`src/assert_macros.svh`:
```
// Assertion macros shared by the list controller and datapath.
// Each macro expects clk and arst_n to be in scope where it is used.
`ifndef ASSERT_MACROS_SVH
`define ASSERT_MACROS_SVH

// Check that expr holds on every clock edge outside reset.
`define ASSERT_ALWAYS(lbl, expr, msg) \
	lbl: assert property (@(posedge clk) disable iff (!arst_n) (expr)) else $error(msg);

// Check that cons holds in the cycle after ante.
`define ASSERT_NEXT(lbl, ante, cons, msg) \
	lbl: assert property (@(posedge clk) disable iff (!arst_n) (ante) |=> (cons)) else $error(msg);

`endif

```
`src/pal_pkg.sv`:
```
// Shared types and constants for the positional array list.
// Used by pal_ctrl, pal_dp and positional_array_list; depends on nothing.
package pal_pkg;

	localparam int OP_W   = 2;
	localparam int POS_W  = 7;
	localparam int VAL_W  = 32;
	localparam int STAT_W = 2;
	localparam int CNT_W  = 7;

	typedef enum logic [OP_W-1:0] {
		OP_READ   = 2'd0,
		OP_WRITE  = 2'd1,
		OP_INSERT = 2'd2,
		OP_ERASE  = 2'd3
	} op_t;

	typedef enum logic [STAT_W-1:0] {
		ST_DONE   = 2'd0,
		ST_BADPOS = 2'd1,
		ST_FULL   = 2'd2
	} stat_t;

	// Controller to datapath commands
	typedef struct packed {
		logic capture;     // latch the incoming transaction
		logic set_status;  // latch the outcome of the position checks
		logic rd_pos;      // read memory at position - 1
		logic rd_src;      // read memory at the shift source
		logic wr_pos_val;  // write the item value at position - 1
		logic wr_move;     // write the read data at the shift target
		logic init_ptr;    // load the shift pointer
		logic step_ptr;    // advance the shift pointer
		logic len_inc;
		logic len_dec;
		logic out_load;    // load the result register
	} cmd_t;

	// Datapath to controller status
	typedef struct packed {
		op_t  op;
		logic in_list;   // 1 <= position <= length
		logic ins_ok;    // 1 <= position <= length + 1
		logic full;
		logic more;      // shift moves remain
		logic out_free;  // result register can take a new result
	} sts_t;

endpackage

```
`src/pal_ctrl.sv`:
```
// Controller state machine for the positional array list.
// Depends on pal_pkg and assert_macros.svh; drives pal_dp through cmd_t.
`include "assert_macros.svh"

module pal_ctrl (
	input  logic          clk,
	input  logic          arst_n,
	input  logic          in_valid,
	output logic          in_stall,
	output pal_pkg::cmd_t cmd,
	input  pal_pkg::sts_t sts
);
	import pal_pkg::*;

	typedef enum logic [4:0] {
		S_IDLE    = 5'b00001,
		S_EVAL    = 5'b00010,
		S_MOVE_RD = 5'b00100,
		S_MOVE_WR = 5'b01000,
		S_FINISH  = 5'b10000
	} state_t;

	state_t state_q;
	state_t state_d;

	always_ff @(posedge clk or negedge arst_n) begin
		if (!arst_n) begin
			state_q <= S_IDLE;
		end else begin
			state_q <= state_d;
		end
	end

	assign in_stall = (state_q != S_IDLE);

	always_comb begin
		cmd     = '0;
		state_d = state_q;
		unique case (state_q)
			S_IDLE: begin
				if (in_valid) begin
					cmd.capture = 1'b1;
					state_d     = S_EVAL;
				end
			end
			S_EVAL: begin
				cmd.set_status = 1'b1;
				state_d        = S_FINISH;
				unique case (sts.op)
					OP_READ: begin
						cmd.rd_pos = sts.in_list;
					end
					OP_WRITE: begin
						cmd.wr_pos_val = sts.in_list;
					end
					OP_INSERT: begin
						if (!sts.full && sts.ins_ok) begin
							cmd.init_ptr = 1'b1;
							state_d      = S_MOVE_RD;
						end
					end
					OP_ERASE: begin
						if (sts.in_list) begin
							cmd.init_ptr = 1'b1;
							state_d      = S_MOVE_RD;
						end
					end
					default: begin
						state_d = S_FINISH;
					end
				endcase
			end
			S_MOVE_RD: begin
				if (sts.more) begin
					cmd.rd_src = 1'b1;
					state_d    = S_MOVE_WR;
				end else begin
					// shifting done: drop the new value in place or shrink
					if (sts.op == OP_INSERT) begin
						cmd.wr_pos_val = 1'b1;
						cmd.len_inc    = 1'b1;
					end else begin
						cmd.len_dec = 1'b1;
					end
					state_d = S_FINISH;
				end
			end
			S_MOVE_WR: begin
				cmd.wr_move  = 1'b1;
				cmd.step_ptr = 1'b1;
				state_d      = S_MOVE_RD;
			end
			S_FINISH: begin
				if (sts.out_free) begin
					cmd.out_load = 1'b1;
					state_d      = S_IDLE;
				end
			end
			default: begin
				state_d = S_IDLE;
			end
		endcase
	end

	`ASSERT_NEXT(a_accept_to_eval, in_valid && !in_stall, state_q == S_EVAL, "accepted transaction did not enter evaluation")
	`ASSERT_NEXT(a_move_alternates, state_q == S_MOVE_WR, state_q == S_MOVE_RD, "shift write not followed by shift read")

endmodule

```
`src/pal_dp.sv`:
```
// Datapath for the positional array list: element memory, length, shift pointer
// and result register. Depends on pal_pkg and assert_macros.svh; driven by pal_ctrl.
`include "assert_macros.svh"

module pal_dp #(
	parameter int CAPACITY = 64
) (
	input  logic                               clk,
	input  logic                               arst_n,
	input  pal_pkg::cmd_t                      cmd,
	output pal_pkg::sts_t                      sts,
	input  logic [pal_pkg::OP_W-1:0]           op,
	input  logic [pal_pkg::POS_W-1:0]          position,
	input  logic signed [pal_pkg::VAL_W-1:0]   value,
	output logic                               out_valid,
	input  logic                               out_stall,
	output logic signed [pal_pkg::VAL_W-1:0]   read_value,
	output logic [pal_pkg::STAT_W-1:0]         status,
	output logic [pal_pkg::CNT_W-1:0]          count,
	output logic                               is_empty
);
	import pal_pkg::*;

	localparam int AW = $clog2(CAPACITY);
	localparam int LW = $clog2(CAPACITY + 1);
	localparam int CW = (LW > POS_W) ? LW + 1 : POS_W + 1;

	logic [VAL_W-1:0]        mem [CAPACITY];

	op_t                     op_q;
	logic [POS_W-1:0]        pos_q;
	logic signed [VAL_W-1:0] val_q;
	logic [LW-1:0]           len_q;
	logic [LW-1:0]           ptr_q;
	stat_t                   stat_q;
	logic signed [VAL_W-1:0] rdata_q;

	logic                    out_valid_q;
	logic signed [VAL_W-1:0] read_value_q;
	logic [STAT_W-1:0]       status_q;
	logic [CNT_W-1:0]        count_q;
	logic                    is_empty_q;

	logic [CW-1:0]           pos_w;
	logic [CW-1:0]           len_w;
	logic [CW-1:0]           ptr_w;
	logic [CW-1:0]           pos_m1;
	logic [CW-1:0]           src_w;
	logic                    in_list;
	logic                    ins_ok;
	logic                    full;
	logic                    more;
	stat_t                   stat_d;

	logic                    mem_we;
	logic [AW-1:0]           mem_waddr;
	logic [VAL_W-1:0]        mem_wdata;
	logic                    mem_re;
	logic [AW-1:0]           mem_raddr;

	assign pos_w  = CW'(pos_q);
	assign len_w  = CW'(len_q);
	assign ptr_w  = CW'(ptr_q);
	assign pos_m1 = pos_w - CW'(1);

	assign in_list = (pos_w != '0) && (pos_w <= len_w);
	assign ins_ok  = (pos_w != '0) && (pos_w <= len_w + CW'(1));
	assign full    = (len_w >= CW'(CAPACITY));

	// insert moves downward from the tail, erase moves upward toward the tail
	assign more  = (op_q == OP_INSERT) ? (ptr_w >= pos_w) : (ptr_w + CW'(1) < len_w);
	assign src_w = (op_q == OP_INSERT) ? (ptr_w - CW'(1)) : (ptr_w + CW'(1));

	always_comb begin
		unique case (op_q)
			OP_INSERT: begin
				if (full) begin
					stat_d = ST_FULL;
				end else if (ins_ok) begin
					stat_d = ST_DONE;
				end else begin
					stat_d = ST_BADPOS;
				end
			end
			OP_READ, OP_WRITE, OP_ERASE: begin
				stat_d = in_list ? ST_DONE : ST_BADPOS;
			end
			default: begin
				stat_d = ST_BADPOS;
			end
		endcase
	end

	assign mem_we    = cmd.wr_move | cmd.wr_pos_val;
	assign mem_waddr = cmd.wr_move ? ptr_w[AW-1:0] : pos_m1[AW-1:0];
	assign mem_wdata = cmd.wr_move ? rdata_q : val_q;
	assign mem_re    = cmd.rd_src | cmd.rd_pos;
	assign mem_raddr = cmd.rd_src ? src_w[AW-1:0] : pos_m1[AW-1:0];

	always_ff @(posedge clk) begin
		if (mem_we) begin
			mem[mem_waddr] <= mem_wdata;
		end
		if (mem_re) begin
			rdata_q <= mem[mem_raddr];
		end
	end

	// transaction and working registers
	always_ff @(posedge clk) begin
		if (cmd.capture) begin
			op_q  <= op_t'(op);
			pos_q <= position;
			val_q <= value;
		end
		if (cmd.set_status) begin
			stat_q <= stat_d;
		end
		if (cmd.init_ptr) begin
			ptr_q <= (op_q == OP_INSERT) ? len_q : pos_m1[LW-1:0];
		end else if (cmd.step_ptr) begin
			ptr_q <= (op_q == OP_INSERT) ? (ptr_q - LW'(1)) : (ptr_q + LW'(1));
		end
	end

	always_ff @(posedge clk or negedge arst_n) begin
		if (!arst_n) begin
			len_q <= '0;
		end else if (cmd.len_inc) begin
			len_q <= len_q + LW'(1);
		end else if (cmd.len_dec) begin
			len_q <= len_q - LW'(1);
		end
	end

	// result register
	always_ff @(posedge clk or negedge arst_n) begin
		if (!arst_n) begin
			out_valid_q <= 1'b0;
		end else if (cmd.out_load) begin
			out_valid_q <= 1'b1;
		end else if (!out_stall) begin
			out_valid_q <= 1'b0;
		end
	end

	always_ff @(posedge clk) begin
		if (cmd.out_load) begin
			read_value_q <= ((op_q == OP_READ) && (stat_q == ST_DONE)) ? rdata_q : '0;
			status_q     <= stat_q;
			count_q      <= len_w[CNT_W-1:0];
			is_empty_q   <= (len_q == '0);
		end
	end

	assign out_valid  = out_valid_q;
	assign read_value = read_value_q;
	assign status     = status_q;
	assign count      = count_q;
	assign is_empty   = is_empty_q;

	assign sts.op       = op_q;
	assign sts.in_list  = in_list;
	assign sts.ins_ok   = ins_ok;
	assign sts.full     = full;
	assign sts.more     = more;
	assign sts.out_free = !out_valid_q || !out_stall;

	`ASSERT_ALWAYS(a_len_bound, CW'(len_q) <= CW'(CAPACITY), "list length above capacity")
	`ASSERT_ALWAYS(a_no_overwrite, !(cmd.out_load && out_valid_q && out_stall), "result overwritten while stalled")

endmodule

```
`src/positional_array_list.sv`:
```
// Positional array list: an ordered list of up to CAPACITY signed 32-bit
// elements at 1-based positions, read, overwritten, inserted before or erased
// one transaction at a time. One transaction is handled at a time. For a read,
// an overwrite and any rejected transaction the controller goes from evaluation
// straight to finish; for an insert or erase it passes through a read state and
// a write state for each of the M elements that move (length - position + 1 for
// insert, length - position for erase) and a last read state to finish. The
// result register loads in finish once it is free, and the input is taken again
// in the cycle after the result loads. The element store is a single memory
// with one read and one write port and registered read data, so each moved
// element is read and then written. The result register lets the result wait
// for the consumer while the next transaction is accepted. Memory contents are
// not cleared at reset; only positions 1..length are ever read.
// Depends on pal_pkg, pal_ctrl and pal_dp.

module positional_array_list #(
	parameter int CAPACITY = 64
) (
	input  logic                               clk,
	input  logic                               arst_n,
	input  logic                               in_valid,
	output logic                               in_stall,
	input  logic [pal_pkg::OP_W-1:0]           op,
	input  logic [pal_pkg::POS_W-1:0]          position,
	input  logic signed [pal_pkg::VAL_W-1:0]   value,
	output logic                               out_valid,
	input  logic                               out_stall,
	output logic signed [pal_pkg::VAL_W-1:0]   read_value,
	output logic [pal_pkg::STAT_W-1:0]         status,
	output logic [pal_pkg::CNT_W-1:0]          count,
	output logic                               is_empty
);
	import pal_pkg::*;

	cmd_t cmd;
	sts_t sts;

	pal_ctrl u_ctrl (
		.clk      (clk),
		.arst_n   (arst_n),
		.in_valid (in_valid),
		.in_stall (in_stall),
		.cmd      (cmd),
		.sts      (sts)
	);

	pal_dp #(
		.CAPACITY (CAPACITY)
	) u_dp (
		.clk        (clk),
		.arst_n     (arst_n),
		.cmd        (cmd),
		.sts        (sts),
		.op         (op),
		.position   (position),
		.value      (value),
		.out_valid  (out_valid),
		.out_stall  (out_stall),
		.read_value (read_value),
		.status     (status),
		.count      (count),
		.is_empty   (is_empty)
	);

endmodule
```
`config.mk`:
```
export PLATFORM = sky130hd
export DESIGN_NAME = positional_array_list
export DESIGN_NICKNAME = d
export VERILOG_FILES = /design/src/pal_pkg.sv /design/src/pal_ctrl.sv /design/src/pal_dp.sv /design/src/positional_array_list.sv
export VERILOG_INCLUDE_DIRS = /design/src /design/src/src
export SDC_FILE = /design/constraint.sdc
export NUM_CORES = 2
export LEC_CHECK = 0
export BUFFER_PORTS_ARGS = -buffer_cell sky130_fd_sc_hd__buf_2
export CAP_MARGIN = 0
export CORE_ASPECT_RATIO = 1.5
export CORE_MARGIN = 2
export CORE_UTILIZATION = 44
export CTS_CLUSTER_SIZE = 8
export DETAILED_ROUTE_END_ITERATION = 8
export PLACE_DENSITY = 0.66
export SETUP_SLACK_MARGIN = 0.05
export SYNTH_ARGS = -nofsm -noshare
export SYNTH_HDL_FRONTEND = slang
export SYNTH_SLANG_ARGS = --single-unit
```
`constraint.sdc`:
```
create_clock -name clk -period 8.4 [get_ports clk]
set_input_delay 1.68 -clock clk [delete_from_list [all_inputs] [get_ports clk]]
set_output_delay 1.68 -clock clk [all_outputs]
set_load 0.01 [all_outputs]
```
-- Word level (Yosys, flattened, before mapping)
Memory sizes are Yosys's and may differ from the RTL's. A register that Yosys moved wholly into a read port is not among the register bits.
Cells that the tools add are included.
- $add $sub $neg: 8
- order comparisons: 5
- eq/ne operators: 12
- muxes and demuxes: 46
- bitwise logic cells: 2
- reductions and logical operators: 16
- operators with widths (cell ; count):
    $mux 7 ; 6
    $mux 32 ; 1
    $mux 5 ; 5
    $pmux 5 s5 ; 1
    $mux 1 ; 22
    $sub 7x1->7 const B ; 3
    $mux 6 ; 3
    $add 7x1->8 const B ; 2
    $add 7x1->7 const B ; 2
    $pmux 5 s2 ; 1
    $le 7x8->1 ; 1
    $lt 8x7->1 ; 1
    $mux 2 ; 4
    $reduce_bool 8->1 ; 1
    $ge 7x7->1 ; 1
    $ge 7x7->1 const B ; 1
    $le 7x7->1 ; 1
    $logic_not 7->1 ; 1
    $sub 6x1->6 const B ; 1
    $eq 5x1->1 const B ; 1
    $eq 5x2->1 const B ; 1
    $eq 5x3->1 const B ; 1
    $eq 5x4->1 const B ; 1
    $eq 5x5->1 const B ; 1
    other kinds (15) ; 26
- flip-flop bits (word level): 105
- RAM bits: 2048
- input port bits: 45
- output and inout port bits: 44
- memories kept: 1
- memories (memory ; depth ; bits a word ; rd ports ; clocked after memory_dff ; wr ports ; line ; text):
    u_dp.mem ; 64 ; 32 ; 1 ; 1 ; 1 ; pal_dp.sv:28 ; logic [VAL_W-1:0] mem [CAPACITY];

-- Longest topological paths before layout
- word-level depth: 8
- mapped depth: 20

-- Hierarchy
Synthesis repeated with hierarchy kept, for this count alone.
- cells, all modules: 4643
- area total of the unflattened synthesis: 85643.4 um^2
- modules (own cells, without submodules) (module ; times used ; cells each ; area an instance (um^2) ; seq. area each (um^2)):
    pal_dp ; 1 ; 4601 ; 85268.0 ; 65422.7
    pal_ctrl ; 1 ; 42 ; 375.4 ; 126.4

-- Least setup slack after synthesis
Ideal clock, no wire load.
- path type: flip-flop to flip-flop
- from: reg u_dp.ptr_q[0]
- to: mem u_dp.mem[62][0], enable pin
- data arrival time: 5076 ps
- slack: 2863 ps
- cell stages (with the launch flop): 12
- path buffers: 2
- period minus slack after synthesis: 5537 ps
- cell sequence: edfxtp_1 clkbuf_1 inv_1 ha_1 nand2b_1 a211o_1 a2111oi_4 nand2_1 o22ai_1 a21oi_1 clkbuf_1 nor3_1
- word-level cells in the longest chain between the ends: 8
- elaborated cells on any way between the ends: 10
- those cells by class: 1 x add/sub; 2 x order compare; 6 x mux; 1 x bitwise
- ends and longest elaborated chain (what ; line ; text):
    start: declaration ; pal_dp.sv:34 ; logic [LW-1:0] ptr_q;
    start signal: assignment ; pal_dp.sv:120 ; ptr_q <= (op_q == OP_INSERT) ? len_q : pos_m1[LW-1:0];
    start signal: assignment ; pal_dp.sv:122 ; ptr_q <= (op_q == OP_INSERT) ? (ptr_q - LW'(1)) : (ptr_q + LW'(1));
    $add 7x1->8 ; pal_dp.sv:71 ; assign more = (op_q == OP_INSERT) ? (ptr_w >= pos_w) : (ptr_w + CW'(1) < len_w);
    $lt 8x7->1 ; pal_dp.sv:71 ;
    $mux 1 ; pal_dp.sv:71 ;
    $mux 1 ; pal_ctrl.sv:74 ; if (sts.more) begin
    $pmux 1 s2 ; pal_ctrl.sv:39 ; unique case (state_q)
    $or 1x1->1 ; pal_dp.sv:94 ; assign mem_we = cmd.wr_move | cmd.wr_pos_val;
    $mux 1 ; pal_dp.sv:101 ; if (mem_we) begin
    $mux 1 (implied by the code) ; pal_dp.sv:102 ; mem[mem_waddr] <= mem_wdata;
    end: declaration ; pal_dp.sv:28 ;
Parallel ways exist; a longest one is shown, timed or not.

-- Worst setup path after layout
- from: reg u_dp.ptr_q[2]
- to: reg u_dp.rdata_q[2] (read register of u_dp.mem) (data pin)
- word-level cells in the longest chain between the ends: 6
- elaborated cells on any way between the ends: 10
- those cells by class: 2 x add/sub; 2 x order compare; 5 x mux; 1 x bitwise
- ends and longest elaborated chain (what ; line ; text):
    $add 7x1->8 ; pal_dp.sv:71 ;
    $lt 8x7->1 ; pal_dp.sv:71 ;
    $mux 1 ; pal_dp.sv:71 ;
    $mux 1 ; pal_ctrl.sv:74 ;
    $mux 1 ; pal_ctrl.sv:39 ;
    $mux 6 or $or 1x1->1 (tied branches) ; pal_dp.sv:98, pal_dp.sv:97 ;
    end: declaration ; pal_dp.sv:36 ; logic signed [VAL_W-1:0] rdata_q;
Parallel ways exist; a longest one is shown, timed or not.
A chain may end at the register's enable or synchronous reset.

==> impl_metrics.ini <==
[clocking]
cts_buffers = 315
post_cts_buffers = 0
clkSinkCount = 2185
ctsHoldBuffers = 0
htreeDepth = 5
clk_path_buf_depth = 4
path_clk_slew_ns = 0.06
clk_latency_ns = 0.83
cts-root-buf = clkbuf_16
cts_resized = 0
cts_tree = done

[power_and_ir_drop]
power_frac_comb = 0.250
clkPwrFrac = 0.346
swShare = 0.3205
power.leakage_nw = 33.22
total_power_mw = 31.81
power_switching_mw = 10.20
seqPwrFrac = 0.404
power_density_nw_per_um2 = 320.8
p_int_mw = 21.61
max-vdd-ir-drop_v = 0.0001883

[synth]
ys_ff_latch = 2185
synth_area_leader_cell = edfxtp_1
yosysMostFrequentCell = edfxtp_1
avgSynthCellArea_um2 = 14.30
ys_warn_count = 0
synthesis.area_um2 = 86410
ys.flop_type = edfxtp_1
synthCells = 6041
synth_top_area_share = 0.7548
synth-edff-count = 2172
ys_top_cells_by_area = edfxtp_1 75%, nand2_1 6.6%, mux2i_1 3.0%
synthArstFlopShare = 0.005950
synthesis.nets = 6131
seq_area_frac_synth = 0.7586
synthDistinctLibCells = 67
netlist_top_cells_count = 2172 x edfxtp_1, 1513 x nand2_1, 345 x nand3_1

[sta]
timing.hold.ws_ns = 0.4830
setup_slack_ns = 1.771
finalCritPeriodShare = 0.7891
skew_ns = 0.03840
finalHoldViolations = 0
relSlewSlack = 0.08484
worst_pin_slew_ns = 1.338
min_period_ns = 6.629
setup_violations = 0
max_freq_mhz = 150.9
fin_setup_tns_ns = 0
drv_slew = 0
rsz0062_at_grt = no

[setup_path]
cp-end-kind = flop
rrSetupSlack_ns = 1.77
worst_r2r_path_depth = 16
required_ns = 8.89
worstSetupStartpointType = flop
cp.arrival_ns = 7.12
worstSetupPathType = reg2reg
cp_max_fo = 14
r2r-end = u_dp.rdata_q[2]
r2r-start = u_dp.ptr_q[2]

[placed_design]
place_ws_ns = 1.831
port_buffers = 88
dp_cells = 8571
dp_hpwl_um = 145100
placed_area_um2 = 90820
gp_congestion = 0.8665

[route]
dr.pass1.iters = 6
viasPerCell = 6.064
drtAntennaViolNets = 0
wl_per_cell_um = 28.14
drt_wl_total_um = 251300
num_vias = 54166
drc_errors = 0
drt_iter0_drc = 6655

[finish]
fin_area_um2 = 99140
nNetsFinal = 6365
fin_cells = 8933
syn_to_final_growth_pct = 14.73
fin_util = 0.5072
drive_above_1_share = 0.1238

[grt]
gr-total-overflow = 0
first_global_vias = 53240
antenna_found_initial = 12
grt_max_degree = 143
grt_pass1_wl_um = 361700
grtUsageTotal = 0.2442

[floorplanning]
num_rows = 199
start_util = 0.4421
fp.dieArea_um2 = 200000
core_area_um2 = 195500
ioPinCount = 89
die_w_um = 365.8
die_h_um = 546.8

[status]
status = complete, no violations

[worst_hold_path]
min_from = u_dp.stat_q[1]
hold_depth = 0
hold_end = u_dp.status[1]
holdCritPathClass = reg2reg

[job]
cap_violations = 0
[worst max-delay path, stage by stage, from the launching register on]
cell	delay, ns
edfxtp_1	0.67
and3_1	0.30
nand2_1	0.09
xnor2_1	0.13
ha_1	0.31
a21o_1	0.18
a21oi_1	0.26
a21oi_1	0.15
or4_1	0.89
inv_4	0.29
mux2_2	0.46
nor2_1	0.29
nand2_1	0.47
buf_4	0.37
a21oi_1	0.07
a2111oi_0	1.05
a222oi_1	0.30
[layout make-up]
class | count | area [um^2]
Fill cell | 15818 | 96310
Sequential cell | 2185 | 65550
Multi-Input combinational cell | 3461 | 19740
Clock buffer | 337 | 8050
Tap cell | 2613 | 3269
Timing Repair Buffer | 283 | 2155
Clock inverter | 16 | 247.7
Inverter | 29 | 111.4
Antenna cell | 9 | 22.52
[power by group through the flow]
stage / Sequential [mW] / Combinational [mW] / Clock (mW)
2_1_floorplan: 13.0 / 4.73 / 0
3_3_place_gp: 13.0 / 7.68 / 0
3_5_place_dp: 13.0 / 7.79 / 0
4_1_cts: 12.9 / 7.83 / 11.1
5_1_grt: 12.9 / 8.41 / 11.5
6_report: 12.9 / 7.95 / 11.0
[layout by cell type (no fill, tap or decap), types with 64 or more instances in the layout]
cell type	netlist	routed
and3_1	79	79
clkbuf_16	0	319
mux2i_1	256	249
a31oi_1	144	140
a21oi_1	257	254
nand4_1	71	71
nand2_1	1513	1512
buf_2	140	88
buf_4	9	175
nand3_1	345	345
nor3_2	0	64
edfxtp_1	2172	2172
[sequential cells by signal, summed over array words and instances (netlist names)]
register         cells
u_dp.status          2
u_dp.val_q          32
u_dp.out_valid       1
u_dp.pos_q           7
u_dp.op_q            2
u_dp.count           7
u_dp.mem          2048
u_dp.is_empty        1
u_dp.read_value     32
u_ctrl.state_q       5
u_dp.stat_q          2
u_dp.ptr_q           7
u_dp.len_q           7
u_dp.rdata_q        32
[cells by family (layout without fill, tap and decap cells)]
family                   count (synthesis)  after routing  share of synthesized area
buffers and inverters                  395            665                    0.01969
multiplexers                           318            318                    0.03773
flip-flops                            2185           2185                     0.7586
adder cells (fa/ha/maj)                 45             45                   0.006690
AO/OA/AOI/OAI                          776            776                    0.05948
other                                    0              9                          0
XOR/XNOR                                33             33                   0.003345
AND/OR/NAND/NOR                       2289           2289                     0.1145
[worst max-delay path by stage]
stage                  start               to  slack [ns]  cells past startpoint
2_1_floorplan  u_dp.ptr_q[0]  u_dp.mem[62][0]        2.86                     11
3_3_place_gp   u_dp.ptr_q[2]  u_dp.rdata_q[2]        1.90                     15
3_5_place_dp   u_dp.ptr_q[0]  u_dp.rdata_q[2]        1.83                     14
4_1_cts        u_dp.ptr_q[0]  u_dp.rdata_q[2]        1.88                     14
5_1_grt        u_dp.ptr_q[0]  u_dp.rdata_q[2]        1.59                     14
6_report       u_dp.ptr_q[2]  u_dp.rdata_q[2]        1.77                     16
[layer usage]
metal / global-route usage / routed length (um) / share of wire / vias up
li1: - / - / - / 23131
met1: 0.2873 / 87490 / 0.35 / 27269
met2: 0.4350 / 129400 / 0.51 / 3091
met3: 0.03814 / 21710 / 0.086 / 673
met4: 0.1182 / 12750 / 0.051 / 2
met5: 0 / 11 / 0.000044 / -
Power figures use the tool's default switching activity.
